## config.mk

```make
export PLATFORM = sky130hd
export DESIGN_NAME = der_signature_encoding_check
export DESIGN_NICKNAME = d
export VERILOG_FILES = /design/src/sv/dsec_pkg.sv /design/src/sv/dsec_track.sv /design/src/sv/dsec_verdict.sv /design/src/sv/der_signature_encoding_check.sv
export SDC_FILE = /design/constraint.sdc
export NUM_CORES = 1
export LEC_CHECK = 0
export ABC_AREA = 1
export BUFFER_PORTS_ARGS = -buffer_cell sky130_fd_sc_hd__buf_2
export CELL_PAD_IN_SITES_DETAIL_PLACEMENT = 1
export CELL_PAD_IN_SITES_GLOBAL_PLACEMENT = 1
export CORE_MARGIN = 4
export CORE_UTILIZATION = 30
export CTS_BUF_LIST = sky130_fd_sc_hd__clkbuf_4 sky130_fd_sc_hd__clkbuf_8
export DETAILED_ROUTE_END_ITERATION = 8
export PLACE_DENSITY_LB_ADDON = 0.3
export SKIP_CTS_REPAIR_TIMING = 1
export SYNTH_ARGS = -nofsm -noshare
export SYNTH_HDL_FRONTEND = slang
export SYNTH_SLANG_ARGS = --single-unit
```

## constraint.sdc

```tcl
create_clock -name clk_i -period 12.3 [get_ports clk_i]
set_input_delay 0.615 -clock clk_i [delete_from_list [all_inputs] [get_ports clk_i]]
set_output_delay 0.615 -clock clk_i [all_outputs]
set_load 0.05 [all_outputs]
```

## src/sv/dsec_pkg.sv

```systemverilog
// Shared types and constants for the DER signature encoding checker.
package dsec_pkg;

  localparam logic [7:0] SEQ_TAG   = 8'h30;
  localparam logic [7:0] INT_TAG   = 8'h02;
  localparam logic [6:0] MIN_LEN   = 7'd9;
  localparam logic [6:0] COUNT_MAX = 7'd127;

  typedef enum logic [3:0] {
    ST_OK         = 4'd0,
    ST_SHORT      = 4'd1,
    ST_LONG       = 4'd2,
    ST_SEQ_TAG    = 4'd3,
    ST_MARKER     = 4'd4,
    ST_S_MISPLACE = 4'd5,
    ST_MISMATCH   = 4'd6,
    ST_R_TAG      = 4'd7,
    ST_R_EMPTY    = 4'd8,
    ST_R_PADDED   = 4'd9,
    ST_S_TAG      = 4'd10,
    ST_S_EMPTY    = 4'd11,
    ST_S_PADDED   = 4'd12
  } status_e;

  typedef struct packed {
    logic [6:0] byte_count;
    logic       seq_tag_bad;
    logic [7:0] length_marker;
    logic       r_tag_bad;
    logic [7:0] r_len_seen;
    logic       r_first_zero;
    logic       r_second_high;
    logic       s_tag_bad;
    logic [7:0] s_len_seen;
    logic       s_first_zero;
    logic       s_second_high;
  } sig_state_t;

endpackage

```

## src/sv/dsec_track.sv

```systemverilog
// Per-signature field capture: records tags, lengths and padding bits as bytes pass.
module dsec_track (
  input  logic                clk_i,
  input  logic                rst_ni,
  input  logic                take_i,
  input  logic [7:0]          byte_i,
  input  logic                last_i,
  output dsec_pkg::sig_state_t view_o
);
  import dsec_pkg::*;

  sig_state_t state_q, state_d, view;
  logic [6:0] pos;
  logic [8:0] rpos;

  always_comb begin
    pos  = state_q.byte_count;
    rpos = {1'b0, state_q.r_len_seen};
    view = state_q;
    if (pos == 7'd0) view.seq_tag_bad   = (byte_i != SEQ_TAG);
    if (pos == 7'd1) view.length_marker = byte_i;
    if (pos == 7'd2) view.r_tag_bad     = (byte_i != INT_TAG);
    if (pos == 7'd3) view.r_len_seen    = byte_i;
    if (pos == 7'd4) view.r_first_zero  = (byte_i == 8'h00);
    if (pos == 7'd5) view.r_second_high = byte_i[7];
    // S header position follows the R length already captured
    if (pos > 7'd3) begin
      if ({2'b00, pos} == rpos + 9'd4) view.s_tag_bad     = (byte_i != INT_TAG);
      if ({2'b00, pos} == rpos + 9'd5) view.s_len_seen    = byte_i;
      if ({2'b00, pos} == rpos + 9'd6) view.s_first_zero  = (byte_i == 8'h00);
      if ({2'b00, pos} == rpos + 9'd7) view.s_second_high = byte_i[7];
    end
    view.byte_count = (pos < COUNT_MAX) ? pos + 7'd1 : COUNT_MAX;

    state_d = state_q;
    if (take_i) state_d = last_i ? '0 : view;
  end

  always_ff @(posedge clk_i or negedge rst_ni) begin
    if (!rst_ni) begin
      state_q <= '0;
    end else begin
      state_q <= state_d;
    end
  end

  assign view_o = view;

endmodule

```

## src/sv/dsec_verdict.sv

```systemverilog
// Verdict logic: first failing check in priority order, or OK.
module dsec_verdict #(
  parameter int MAX_LENGTH = 73
) (
  input  dsec_pkg::sig_state_t view_i,
  output dsec_pkg::status_e    status_o
);
  import dsec_pkg::*;

  logic [6:0] size;
  logic [7:0] size_m3;
  logic [8:0] s_start;
  logic [9:0] total;
  logic       r_pad, s_pad;

  always_comb begin
    size    = view_i.byte_count;
    size_m3 = {1'b0, size} - 8'd3;
    s_start = {1'b0, view_i.r_len_seen} + 9'd5;
    total   = {2'b00, view_i.r_len_seen} + {2'b00, view_i.s_len_seen} + 10'd7;
    r_pad   = (view_i.r_len_seen > 8'd1) && view_i.r_first_zero && !view_i.r_second_high;
    s_pad   = (view_i.s_len_seen > 8'd1) && view_i.s_first_zero && !view_i.s_second_high;

    if (size < MIN_LEN)                          status_o = ST_SHORT;
    else if (size > 7'(MAX_LENGTH))              status_o = ST_LONG;
    else if (view_i.seq_tag_bad)                 status_o = ST_SEQ_TAG;
    else if (view_i.length_marker != size_m3)    status_o = ST_MARKER;
    else if (s_start >= {2'b00, size})           status_o = ST_S_MISPLACE;
    else if (total != {3'b000, size})            status_o = ST_MISMATCH;
    else if (view_i.r_tag_bad)                   status_o = ST_R_TAG;
    else if (view_i.r_len_seen == 8'd0)          status_o = ST_R_EMPTY;
    else if (r_pad)                              status_o = ST_R_PADDED;
    else if (view_i.s_tag_bad)                   status_o = ST_S_TAG;
    else if (view_i.s_len_seen == 8'd0)          status_o = ST_S_EMPTY;
    else if (s_pad)                              status_o = ST_S_PADDED;
    else                                         status_o = ST_OK;
  end

endmodule

```

## src/sv/der_signature_encoding_check.sv

```systemverilog
// Top level: strict DER signature encoding checker with stream ports.
//
// Input stream: one signature byte per word on s_axis_tdata_i, s_axis_tlast_i
// high on the hash type byte that ends the signature.
// Output stream: one verdict word per signature, produced for the last byte.
// Status 0 means OK; then r_length and s_length carry the declared integer
// lengths, otherwise they read zero. hash_type is always the final byte.
// Throughput: one byte per cycle while s_axis_tready_o stays high. Each byte
// is held in an input register; the field capture and verdict logic then work
// on it from that register and load the result register once the last byte
// of a signature is taken from it.
// Reset clears the capture state and both register stages; no word is
// pending afterwards.
// When the receiver stalls, the verdict waits in the result register while
// bytes of the next signature keep flowing in; only a second final byte
// waits in the input register, which then deasserts s_axis_tready_o.
module der_signature_encoding_check #(
  parameter int MAX_LENGTH = 73
) (
  input  logic        clk_i,
  input  logic        rst_ni,
  input  logic        s_axis_tvalid_i,
  output logic        s_axis_tready_o,
  input  logic [7:0]  s_axis_tdata_i,   // [7:0] sig_byte
  input  logic        s_axis_tlast_i,
  output logic        m_axis_tvalid_o,
  input  logic        m_axis_tready_i,
  output logic [31:0] m_axis_tdata_o    // [3:0] status, [11:4] r_length,
                                        // [19:12] s_length, [27:20] hash_type
);
  import dsec_pkg::*;

  logic       in_valid_q, in_last_q;
  logic [7:0] in_byte_q;
  logic       out_valid_q;
  logic [27:0] out_data_q;
  logic       out_free, take, accept;
  sig_state_t view;
  status_e    status;
  logic [7:0] r_len_res, s_len_res;

  assign out_free = !out_valid_q || m_axis_tready_i;
  assign take     = in_valid_q && (!in_last_q || out_free);
  assign s_axis_tready_o = !in_valid_q || take;
  assign accept   = s_axis_tvalid_i && s_axis_tready_o;

  always_ff @(posedge clk_i or negedge rst_ni) begin
    if (!rst_ni) begin
      in_valid_q <= 1'b0;
    end else if (s_axis_tready_o) begin
      in_valid_q <= s_axis_tvalid_i;
    end
  end

  always_ff @(posedge clk_i) begin
    if (accept) begin
      in_byte_q <= s_axis_tdata_i;
      in_last_q <= s_axis_tlast_i;
    end
  end

  dsec_track u_track (
    .clk_i  (clk_i),
    .rst_ni (rst_ni),
    .take_i (take),
    .byte_i (in_byte_q),
    .last_i (in_last_q),
    .view_o (view)
  );

  dsec_verdict #(.MAX_LENGTH(MAX_LENGTH)) u_verdict (
    .view_i   (view),
    .status_o (status)
  );

  assign r_len_res = (status == ST_OK) ? view.r_len_seen : 8'd0;
  assign s_len_res = (status == ST_OK) ? view.s_len_seen : 8'd0;

  always_ff @(posedge clk_i or negedge rst_ni) begin
    if (!rst_ni) begin
      out_valid_q <= 1'b0;
    end else if (take && in_last_q) begin
      out_valid_q <= 1'b1;
    end else if (m_axis_tready_i) begin
      out_valid_q <= 1'b0;
    end
  end

  always_ff @(posedge clk_i) begin
    if (take && in_last_q) begin
      out_data_q <= {in_byte_q, s_len_res, r_len_res, status};
    end
  end

  assign m_axis_tvalid_o = out_valid_q;
  assign m_axis_tdata_o  = {4'b0000, out_data_q};

`ifndef SYNTH
  // an OK verdict implies nonzero lengths that fit the size limits
  a_ok_lengths: assert property (@(posedge clk_i) disable iff (!rst_ni)
    (out_valid_q && out_data_q[3:0] == ST_OK) |->
      (out_data_q[11:4] != 8'd0 && out_data_q[19:12] != 8'd0 &&
       ({2'b00, out_data_q[11:4]} + {2'b00, out_data_q[19:12]} + 10'd7)
         <= 10'(MAX_LENGTH)))
    else $error("OK verdict with impossible lengths");

  a_fail_zero: assert property (@(posedge clk_i) disable iff (!rst_ni)
    (out_valid_q && out_data_q[3:0] != ST_OK) |->
      (out_data_q[19:4] == 16'd0))
    else $error("failing verdict carries lengths");

  a_load_on_last: assert property (@(posedge clk_i) disable iff (!rst_ni)
    (out_valid_q && !$past(out_valid_q)) |-> $past(take && in_last_q))
    else $error("verdict loaded without a final byte");

  a_stall_only_full: assert property (@(posedge clk_i) disable iff (!rst_ni)
    !s_axis_tready_o |-> (in_valid_q && in_last_q && out_valid_q))
    else $error("input stalled without a pending verdict");
`endif

endmodule

```

==> Yosys cells after proc, flatten, opt, wreduce, memory -nomap -nowiden <==
Cells that the tools add are included.
{ "totals": {"input_bits": 13, "out_inout_bits": 34, "word_cells": 94, "reg_bits": 77} }
{ "op_classes": {"n_addsub": 9, "magnitude_cmp": 7, "n_reduce_logical": 21, "muxes": 27, "n_eq_ne": 13} }
{ "op_table": {"columns": ["cell", "count"], "rows": [
  ["4-bit 2-to-1 mux", 12],
  ["8-bit by 3-bit adder with 9-bit output (second input constant)", 5],
  ["38-bit 2-to-1 mux", 1],
  ["7-bit by 9-bit equality test with 1-bit output", 4],
  ["8-bit logical NOT", 3],
  ["8-bit 2-to-1 mux", 3],
  ["8-bit by 1-bit greater-than comparator with 1-bit output (second input constant)", 2],
  ["7-bit by 2-bit equality test with 1-bit output (second input constant)", 2],
  ["7-bit by 3-bit equality test with 1-bit output (second input constant)", 2],
  ["11-bit 2-to-1 mux", 1],
  ["10-bit by 3-bit adder with 10-bit output (second input constant)", 1],
  ["10-bit by 7-bit inequality test with 1-bit output", 1],
  ["8-bit by 8-bit adder with 9-bit output", 1],
  ["9-bit by 7-bit >= comparator with 1-bit output", 1],
  ["1-bit 2-to-1 mux", 9],
  ["8-bit by 2-bit inequality test with 1-bit output (second input constant)", 1],
  ["8-bit by 6-bit inequality test with 1-bit output (second input constant)", 1],
  ["8-bit inequality test", 1],
  ["7-bit by 2-bit subtractor with 8-bit output (second input constant)", 1],
  ["7-bit by 1-bit adder with 7-bit output (second input constant)", 1],
  ["7-bit by 1-bit equality test with 1-bit output (second input constant)", 1],
  ["7-bit by 2-bit greater-than comparator with 1-bit output (second input constant)", 1],
  ["7-bit greater-than comparator (second input constant)", 1],
  ["1-bit logical AND", 7],
  ["8 further kinds", 14]
]} }

==> Longest topological paths before layout <==
Gate-level depths: netlist of the first run.
{ "depth": {"word_depth": 20, "ltp_mapped": 39} }

==> By module <==
A second synthesis of the first run with hierarchy kept.
{ "hier_totals": {"hier_cells": 836, "hier_area_um2": 5950.7} }
{ "modules_own_cells": {"columns": ["module", "instances", "cells_per_inst", "area_per_inst_um2"], "rows": [
  ["dsec_track", 1, 487, 3041.7],
  ["dsec_verdict", 1, 256, 1485.2],
  ["der_signature_encoding_check", 1, 93, 1423.9]
]} }

==> Worst setup path after synthesis of the first run <==
OpenSTA, ideal clock, no wires.
{ "synth_path": {"path_type": "reg2reg", "from": "register u_track.state_q, in the netlist u_track.rpos[1]", "to": "register out_data_q[11] (data pin)", "stages_incl_launch_ff": 33, "arrival_ns": 4.089, "path_buffers": 2, "slack_ns": 7.937, "setup_ns": 0.274, "path_cell_list": "dfrtp_1 > inv_1 > ha_1 > inv_1 > nand2_1 > nand2_1 > nor2_1 > nand3_1 > nor2_4 > nand3_4 > buf_4 > o21ai_1 > inv_1 > ha_1 > ha_1 > inv_1 > ha_1 > xor2_1 > a21oi_1 > nand2_1 > nor2_1 > nand3_1 > nor2_1 > nand3_1 > nor2_2 > nand3_1 > nand2_1 > nand2_1 > nand2_1 > nand2_1 > nand2_2 > buf_6 > nor3_2"} }
{ "synth_rtl": {"columns": ["item", "line_no", "source"], "rows": [
  ["start, declared", "dsec_track.sv:12", "sig_state_t state_q, state_d, view;"],
  ["start signal, assigned", "dsec_track.sv:43", "state_q <= state_d;"],
  ["end signal, assigned", "der_signature_encoding_check.sv:91", "out_data_q <= {in_byte_q, s_len_res, r_len_res, status};"],
  ["end, declared", "der_signature_encoding_check.sv:36", "logic [27:0] out_data_q;"]
]} }

==> results of run 1 <==
-- registers in the layout, summed over array words and instances, names as in the netlist --
name / cells
u_track.rpos: 8
out_data_q: 28
in_last_q: 1
m_axis_tvalid_o: 1
in_valid_q: 1
in_byte_q: 8
u_track.pos: 7
u_track.state_q: 23
-- area by class of cell --
cell class	count	share of cell area (%)
clock inverters	7	0.888
inverters	138	7.99
well taps	260	5.02
multi-input cells	556	47.8
clock buffers	9	1.91
flip-flops and latches	77	32.6
repair buffers	47	3.82
-- worst paths after layout --
check	endpoint	slack, ns	cells after the start
hold / removal	u_track.pos[0]	0.41	1
setup reg to reg	out_data_q[7]	6.98	30
hold reg to reg	u_track.state_q[10]	0.49	2
min in group clk_i	in_byte_q[3]	0.41	1
max in group asynchronous	u_track.state_q[4]	11.26	1
setup / recovery	out_data_q[7]	6.98	30
-- stage by stage --
stage / setup slack [ns] / cells / total power, µW / utilization [%]
6_report: 6.98 / 1094 / 928 / 34.3
4_1_cts: 6.95 / 1094 / 937 / 34.3
3_3_place_gp: 7.01 / 1078 / 746 / 33.3
3_5_place_dp: 6.96 / 1078 / 748 / 33.3
5_1_grt: 6.47 / 1094 / 1000 / 34.3
2_1_floorplan: 7.94 / 787 / 633 / -
-- power by group --
group          leakage [µW]  total, µW  switching (µW)  internal, µW
combinational       0.00218        429             292           137
clock             0.0000877        185             110          75.6
sequential         0.000898        314            20.4           293
total               0.00316        928             422           506
-- cells by family after synthesis --
| logic type | count (synthesis) | share of synthesized area [%] |
|---|---|---|
| xor gates and xnor gates | 21 | 3.16 |
| DFF | 77 | 36.3 |
| other | 1 | 0.0645 |
| adders and majority gates | 31 | 6.67 |
| buffers and inverters | 154 | 10.6 |
| and+or+nand+nor | 394 | 32.4 |
| AOI/OAI and AO/OA | 106 | 10.8 |
-- critical path: cells and delay by family (launching register included) --
family | cells | cell delay [ns]
buffers and inverters | 4 | 0.40
xor gates and xnor gates | 1 | 0.16
AOI/OAI and AO/OA | 2 | 0.51
and+or+nand+nor | 19 | 2.34
adders and majority gates | 4 | 1.20
DFF | 1 | 0.45
-- per-layer routing --
metal	GRT usage, %	routed length, µm
met1	24.7	9350
met2	29.1	8830
met3	2.96	621
met4	2.66	108
met5	0	0
-- Yosys cell counts (3+ instances only) --
| master | n |
|---|---|
| nor2_1 | 51 |
| o21ai_1 | 8 |
| o21a_1 | 3 |
| ha_1 | 31 |
| nor2_2 | 4 |
| a221oi_1 | 3 |
| clkbuf_1 | 6 |
| xor2_1 | 14 |
| inv_1 | 130 |
| inv_2 | 6 |
| nor3_2 | 12 |
| xnor2_1 | 7 |
| nor2_4 | 3 |
| o22ai_1 | 32 |
| nand4_1 | 16 |
| buf_4 | 6 |
| a21oi_1 | 11 |
| or2_2 | 3 |
| o21ai_0 | 36 |
| nand2_2 | 17 |
| dfrtp_1 | 40 |
| edfxtp_1 | 37 |
| nand3_1 | 58 |
| nor4_1 | 4 |
| nand2_1 | 199 |
| nor3_1 | 14 |
| nand3_2 | 8 |
==> qor.yml, run 1 <==
gr-total-overflow: 0
drt_first_iter_violations: 291
antenna_found_initial: 0
track_usage_pct: 17.6
async_flop_share_pct: 51.9
leakagePower_uw: 0.00316
port_buffers: 42
grt_pass1_vias: 5412
clk_latency_ns: 0.37
hold_slack_ns: 0.411
critPathMaxFanout: 17
area_growth_pct: 11.5
cp_slowest_stage_delay_ns: 0.45
period_share_pct: 43.3
fin_crit_ns: 5.32
root_buffer: "clkbuf_8"
synth.top_cell.area_share_pct: 19.1
critPathLaunchType: "register"
row_count: 50
diodes: 0
setup_viol_count_final: 0
htree_levels: 3
drc: 0
initial_utilization_pct: 30.8
critPathSlowestCell: "dfrtp_1"
vias: 5329
wl_per_cell_um: 17.3
fin_area_mm2: 0.00648
max_freq_mhz: 188
fin_tns_setup_ns: 0
multi_input_area_mm2: 0.00310
arrival_ns: 5.43
worst_pin_slew_ns: 1.15
relSlewSlack_pct: 23.3
grt_pass1_wl_um: 30000
cp-startpoint: "u_track.rpos[1]"
final_nets: 873
cts_sinks: 77
cts_tree: "built"
maxSlewViolCount: 0
syn_inst: 784
yosys-top-cells-area: "edfxtp_1 (19%), dfrtp_1 (17%), nand2_1 (13%)"
mostFrequentLayoutCells: "nand2_1 (199), inv_1 (130), nand3_1 (58), nor2_1 (51), buf_2 (42)"
hold_path_class: "input port to async pin"
critPathRequiredTime_ns: 12.41
ios: 47
place_area_mm2: 0.00630
drive_above_1_share_pct: 14.6
crit_path_frequent_cell: "nand2_1"
synth_edf_count: 37
firstDrtPassIters: 4
core_area_mm2: 0.0189
maxCapViolations: 0
cts-root-to-sink-buffers: 2
synth-seq-cells: 77
hold_viol_final: 0
mostFrequentLayoutCell: "nand2_1"
criticalPathCategory: "register to register"
drt-total-wl_um: 18900
rsz0062_at_grt: "no"
status: "completed"
dieArea_mm2: 0.0217
antenna_left: 0
die_x_um: 147
r2r_start: "u_track.rpos[1]"
dpl.hpwl_um: 15000
synth_top_area_cell: "edfxtp_1"
gp_congestion: 0.877
fill_cells: 2407
fin_skew_ns: 0.0121
seqCellArea_mm2: 0.00211
worstSetupEndpointType: "register"
grt_max_degree: 41
postSynthAreaPerCell_um2: 7.41
viasPerCell: 4.87
die_y_um: 147
max-vdd-ir-drop_mv: 0.0601
synth-seq-area-share_pct: 36.3
clkTransAtPathRegs_ns: 0.09
cts_buffers: 9
synth_top_flop_cell: "dfrtp_1"
syn_area_mm2: 0.00581
ys_warn_count: 0
synth_cell_types: 47
power.density_mw_per_mm2: 143
Note: power is estimated with default switching activity, not from simulation.
==> run 2: changes to the inputs <==
Clock period 12.3 ns to 4.64 ns, I/O delays scaled along.
==> qor.yml, run 2 (synthesis results as in run 1) <==
clk_latency_ns: 0.38  # was 0.37 ns
arrival_ns: 4.55  # was 5.43 ns
critPathMaxFanout: 16  # was 17
worst_pin_slew_ns: 1.06  # was 1.15 ns
ios: 47  # unchanged
max-vdd-ir-drop_mv: 0.199  # was 0.0601 mV
drive_above_1_share_pct: 23.1  # was 14.6%
core_area_mm2: 0.0189  # unchanged
area_growth_pct: 22.2  # was 11.5%
viasPerCell: 4.87  # about the same
period_share_pct: 93.2  # was 43.3%
maxSlewViolCount: 0  # unchanged
wirelength_met1_um: 9180  # was 9350 µm
diodes: 0  # unchanged
ff2ff_setup_slack_ns: 0.32  # was 6.98 ns
dpl.hpwl_um: 15700  # was 15000 µm
critPathSlowestCell: "dfrtp_2"  # was dfrtp_1
worstSetupEndpointType: "register"  # unchanged
utilization_pct: 37.6  # was 34.3%
gr-total-overflow: 0  # unchanged
worstReg2RegEnd: "out_data_q[7]"  # unchanged
route.met2.wl_um: 9310  # was 8830 µm
hold_slack_ns: 0.0160  # was 0.411 ns
reg_top3: "out_data_q x28, u_track.state_q x23"  # unchanged
cp_slowest_stage_delay_ns: 0.47  # was 0.45 ns
cts_buffers: 9  # unchanged
crit_path_frequent_cell: "nand2_1"  # unchanged
reg2reg_depth: 32  # was 30
fin_skew_ns: 0.0148  # was 0.0121 ns
grt_max_degree: 41  # unchanged
clkTransAtPathRegs_ns: 0.09  # about the same
antenna_left: 0  # unchanged
port_buffers: 42  # unchanged
mostFrequentLayoutCells: "nand2_1 (197), inv_1 (127), nand3_1 (55), buf_4 (55), nor2_1 (49)"  # was nand2_1 (199), inv_1 (130), nand3_1 (58), nor2_1 (51), buf_2 (42)
r2r_start: "u_track.rpos[2]"  # was u_track.rpos[1]
grt_pass1_vias: 5728  # was 5412
hold_path_class: "input port to async pin"  # unchanged
track_usage_pct: 18.5  # was 17.6%
row_count: 50  # unchanged
leakagePower_uw: 0.00345  # was 0.00316 µW
antenna_found_initial: 0  # unchanged
relSlewSlack_pct: 29.1  # was 23.3%
top_layer: "met4"  # unchanged
drc: 0  # unchanged
maxCapViolations: 0  # unchanged
cts_sinks: 77  # unchanged
dieArea_mm2: 0.0217  # unchanged
criticalPathCategory: "register to register"  # unchanged
vias: 5591  # was 5329
drt-total-wl_um: 19700  # was 18900 µm
grt_pass1_wl_um: 31300  # was 30000 µm
htree_levels: 3  # unchanged
cts_tree: "built"  # unchanged
critPathRequiredTime_ns: 4.86  # was 12.41 ns
status: "completed"  # unchanged
mostFrequentLayoutCell: "nand2_1"  # unchanged
crit_buf_inv: 6  # was 4
power.density_mw_per_mm2: 388  # was 143 mW/mm²
critPathLaunchType: "register"  # unchanged
gp_congestion: 0.883  # was 0.877
cts-root-to-sink-buffers: 2  # unchanged
final_nets: 926  # was 873
die_x_um: 147  # unchanged
wl_per_cell_um: 17.2  # was 17.3 µm
root_buffer: "clkbuf_8"  # unchanged
hold_viol_final: 0  # unchanged
drt_first_iter_violations: 292  # was 291
critPathTopFamily: "simple AND/OR/NAND/NOR gates"  # unchanged
die_y_um: 147  # unchanged
cp-startpoint: "u_track.rpos[2]"  # was u_track.rpos[1]
setup_viol_count_final: 0  # unchanged
dr_wl_met3_um: 957  # was 621 µm
fin_crit_ns: 4.32  # was 5.32 ns
max_freq_mhz: 231  # was 188 MHz
initial_utilization_pct: 30.8  # unchanged
firstDrtPassIters: 4  # unchanged
regMostFlops: "out_data_q"  # unchanged
largest_register_ffs: 28  # unchanged
-- run 2: area by class of cell --
type | instances | area (µm²)
clock buffer | 10 | 131
fill | 2374 | 11800
sequential | 77 | 2120
clock inverter | 6 | 109
inverter | 138 | 520
timing repair buffer | 99 | 654
multi-input combinational | 557 | 3250
tap | 260 | 325
-- run 2: metrics by stage --
step / instances / total power [µW] / setup WS, ns / cell area [µm²] / setup TNS (ns)
after floorplan: 787 / 1680 / 0.277 / 5820 / 0
after global placement: 1124 / 2060 / 0.0401 / 6660 / 0
after detailed placement: 1124 / 2080 / -0.0577 / 6660 / -0.327
after CTS: 1140 / 2730 / -0.0828 / 6900 / -0.539
after global routing: 1147 / 2970 / -0.0343 / 7100 / -0.169
final: 1147 / 2760 / 0.316 / 7100 / 0
-- run 2: worst max-delay path by stage --
stage                     cells past startpoint             end  slack [ns]
after floorplan                              32  out_data_q[11]        0.28
after global placement                       31   out_data_q[4]        0.04
after detailed placement                     29   out_data_q[5]       -0.06
after CTS                                    31   out_data_q[5]       -0.08
after global routing                         32   out_data_q[5]       -0.03
final                                        32   out_data_q[7]        0.32
-- run 2: where the power goes --
group | switching [µW] | internal [µW] | leakage, µW
logic | 833 | 472 | 0.00243
clock network | 265 | 363 | 0.000124
registers | 45.3 | 778 | 0.000891
-- run 2: per-layer routing --
metal	track usage [%]	vias to the layer above
li1	-	2773
met1	25.1	2684
met2	31.1	115
met5	0	-
met3	3.15	19
met4	3.73	0
==> run 3: changes to the inputs <==
Settings changed: ABC_AREA 1 to default.
==> qor.yml, run 3 <==
p_clk_share_pct: 20.1  # was 22.8%
power.switching_uw: 991  # was 1140 µW
p_total_uw: 2460  # was 2760 µW
grt_max_degree: 41  # unchanged
htree_levels: 3  # unchanged
rsz0062_at_grt: "yes"
gp_congestion: 0.915  # was 0.883
root_buffer: "clkbuf_8"  # unchanged
ys_top_cells_by_count: "nand2_1 (83), o21ai_0 (45), dfrtp_1 (40)"  # was nand2_1 (199), inv_1 (130), nand3_1 (58)
async_flop_share_pct: 51.9  # unchanged
critPathMaxFanout: 5  # was 16
synth-seq-area-share_pct: 35.1  # was 36.3%
mostFrequentLayoutCells: "buf_4 (122), nand2_1 (82), o21ai_0 (44), buf_2 (42), dfrtp_1 (40)"  # was nand2_1 (197), inv_1 (127), nand3_1 (55), buf_4 (55), nor2_1 (49)
maxCapViolations: 0  # unchanged
p_seq_share_pct: 32.6  # was 29.9%
drc: 0  # unchanged
track_usage_pct: 20.0  # was 18.5%
syn_inst: 675  # was 784
syn_area_mm2: 0.00601  # was 0.00581 mm²
grt_pass1_wl_um: 34400  # was 31300 µm
synth_edf_count: 37  # unchanged
cts_buffers: 9  # unchanged
grt_pass1_vias: 6122  # was 5728
period_share_pct: 116  # was 93.2%
worstSetupEndpointType: "register"  # unchanged
cts_tree: "built"  # unchanged
cts_sinks: 77  # unchanged
fill_cells: 2308  # was 2374
viasPerCell: 5.28  # was 4.87
max_freq_mhz: 185  # was 231 MHz
diodes: 0  # unchanged
yosysMostFrequentCell: "nand2_1"  # unchanged
reg_top3: "out_data_q x28, u_track.state_q x23"  # unchanged
status: "finished with violations"  # was completed
gr-total-overflow: 0  # unchanged
leakagePower_uw: 0.00343  # was 0.00345 µW
ff2ff_setup_slack_ns: -0.76  # was 0.32 ns
fin_crit_ns: 5.40  # was 4.32 ns
power.density_mw_per_mm2: 309  # was 388 mW/mm²
seqCellArea_mm2: 0.00211  # was 0.00212 mm²
synth.top_cell.area_share_pct: 18.5  # was 19.1%
violations: "setup timing"
switching_share_pct: 40.4  # was 41.5%
p_int_uw: 1460  # was 1610 µW
yosys-top-cells-area: "edfxtp_1 (18%), dfrtp_1 (17%), ha_1 (6.5%)"  # was edfxtp_1 (19%), dfrtp_1 (17%), nand2_1 (13%)
maxSlewViolCount: 0  # unchanged
crit_end: "out_data_q[6]"  # was out_data_q[7]
dieArea_mm2: 0.0224  # was 0.0217 mm²
synth_cell_types: 78  # was 47
setup_viol_count_final: 20  # was 0
largest_register_ffs: 28  # unchanged
criticalPathCategory: "register to register"  # unchanged
wl_per_cell_um: 20.7  # was 17.2 µm
arrival_ns: 5.60  # was 4.55 ns
port_buffers: 42  # unchanged
final_nets: 866  # was 926
postSynthAreaPerCell_um2: 8.91  # was 7.41 µm²
multi_input_area_mm2: 0.00387  # was 0.00325 mm²
worstReg2RegEnd: "out_data_q[6]"  # was out_data_q[7]
reg2reg_depth: 20  # was 32
cp-startpoint: "u_track.pos[6]"  # was u_track.rpos[2]
clkTransAtPathRegs_ns: 0.09  # about the same
fin_skew_ns: 0.0109  # was 0.0148 ns
drive_above_1_share_pct: 30.2  # was 23.1%
row_count: 51  # was 50
drt_first_iter_violations: 312  # was 292
fin_ws_ns: -0.765  # was 0.316 ns
firstDrtPassIters: 4  # unchanged
max-vdd-ir-drop_mv: 0.182  # was 0.199 mV
regMostFlops: "out_data_q"  # unchanged
antenna_left: 0  # unchanged
r2r_start: "u_track.pos[6]"  # was u_track.rpos[2]
core_area_mm2: 0.0196  # was 0.0189 mm²
combPwrFrac_pct: 47.3  # was 47.4%
ios: 47  # unchanged
worst_pin_slew_ns: 1.08  # was 1.06 ns
dpl.hpwl_um: 17600  # was 15700 µm
hold_viol_final: 0  # unchanged
antenna_found_initial: 0  # unchanged
synth_top_area_cell: "edfxtp_1"  # unchanged
die_x_um: 150  # was 147 µm
mostFrequentLayoutCell: "buf_4"  # was nand2_1
final_cells: 1092  # was 1147
area_growth_pct: 32.0  # was 22.2%
initial_utilization_pct: 30.7  # was 30.8%
dp_cells: 1063  # was 1124
drt-total-wl_um: 22600  # was 19700 µm
critPathRequiredTime_ns: 4.83  # was 4.86 ns
hold_path_class: "input port to register"  # was input port to async pin
relSlewSlack_pct: 27.6  # was 29.1%
synth_top_flop_cell: "dfrtp_1"  # unchanged
cts-root-to-sink-buffers: 2  # unchanged
ys_warn_count: 0  # unchanged
critPathLaunchType: "register"  # unchanged
synth-seq-cells: 77  # unchanged
vias: 5764  # was 5591
die_y_um: 150  # was 147 µm
clk_latency_ns: 0.37  # was 0.38 ns
## run 3: cell types whose count changed after synthesis, sizes merged, moves of 12 or more
| cell | change |
|---|---|
| a21oi | +12 |
| o22ai | -23 |
| nor2 | -20 |
| inv | -96 |
| clkbuf | +20 |
| nand3 | -44 |
| nor4 | +15 |
| nand2b | +16 |
| mux2i | +23 |
| nand2 | -133 |
| xnor2 | +25 |
## run 3: critical path, stage by stage, from the launching register on
cell	delay, ns
dfrtp_1	0.39
or4_4	0.54
o311a_4	0.33
o2111a_2	0.28
o221ai_4	0.12
mux2i_4	0.30
inv_2	0.06
ha_4	0.17
ha_4	0.15
a311o_1	0.32
maj3_2	0.34
and4_4	0.16
nor4_4	0.34
nand2_2	0.14
mux2_4	0.32
o32a_1	0.22
o22ai_4	0.34
a31oi_4	0.18
buf_4	0.19
buf_4	0.13
nor4_2	0.21
## run 3: kinds of logic after synthesis
| kind of cell | share of synthesized area [%] |
|---|---|
| flip-flops | 35.1 |
| multiplexers | 5.08 |
| AND/OR/NAND/NOR | 22.5 |
| adder cells (fa/ha/maj) | 6.78 |
| other | 0.0624 |
| AO/OA/AOI/OAI | 17.5 |
| XOR/XNOR | 7.08 |
| buffers and inverters | 5.83 |
## run 3: how the worst min path moves through the flow
stage	end	slack (ns)	startpoint	depth (start not counted)
final	in_byte_q[4]	0.03	s_axis_tdata_i[4]	1
after global routing	in_byte_q[7]	0.003	s_axis_tdata_i[7]	1
after CTS	in_byte_q[4]	0.007	s_axis_tdata_i[4]	1
after detailed placement	in_byte_q[4]	0.41	s_axis_tdata_i[4]	1
after global placement	in_byte_q[2]	0.41	s_axis_tdata_i[2]	1
after floorplan	in_valid_q	-0.06	rst_ni	0
## run 3: area by class of cell
cell class,count,share of cell area [%]
clock inverter,6,0.568
timing repair buffer,174,16.3
sequential,77,26.6
inverter,40,1.89
tap,265,4.18
multi-input combinational,520,48.7
clock buffer,10,1.73
## run 3: metal layers
| layer | track usage [%] | share of wire, % | up-vias |
|---|---|---|---|
| met4 | 6.27 | 2.2 | 0 |
| met5 | 0 | 0 | - |
| met2 | 34.4 | 50 | 116 |
| met3 | 3.15 | 4.8 | 30 |
| met1 | 25.9 | 43 | 2881 |
| li1 | - | - | 2737 |
## run 3: power by group through the flow
stage	combinational, µW	clock (µW)	sequential (µW)
final	1160	493	801
after floorplan	659	0	841
after global routing	1260	538	806
after detailed placement	1100	0	814
after global placement	1070	0	812
after CTS	1110	511	800
## run 3: stage by stage
stage	setup slack [ns]	cell area [µm²]	setup TNS [ns]	utilization, %	hold slack (ns)
global placement	-0.477	7370	-8.65	37.6	0.408
CTS	-0.802	7550	-13.88	38.5	0.00706
finish	-0.765	7940	-13.19	40.5	0.0251
detailed placement	-0.758	7370	-13.19	37.6	0.411
floorplan	-0.775	6140	-13.64	-	-0.0636
global route	-0.981	7940	-17.23	40.5	0.00325
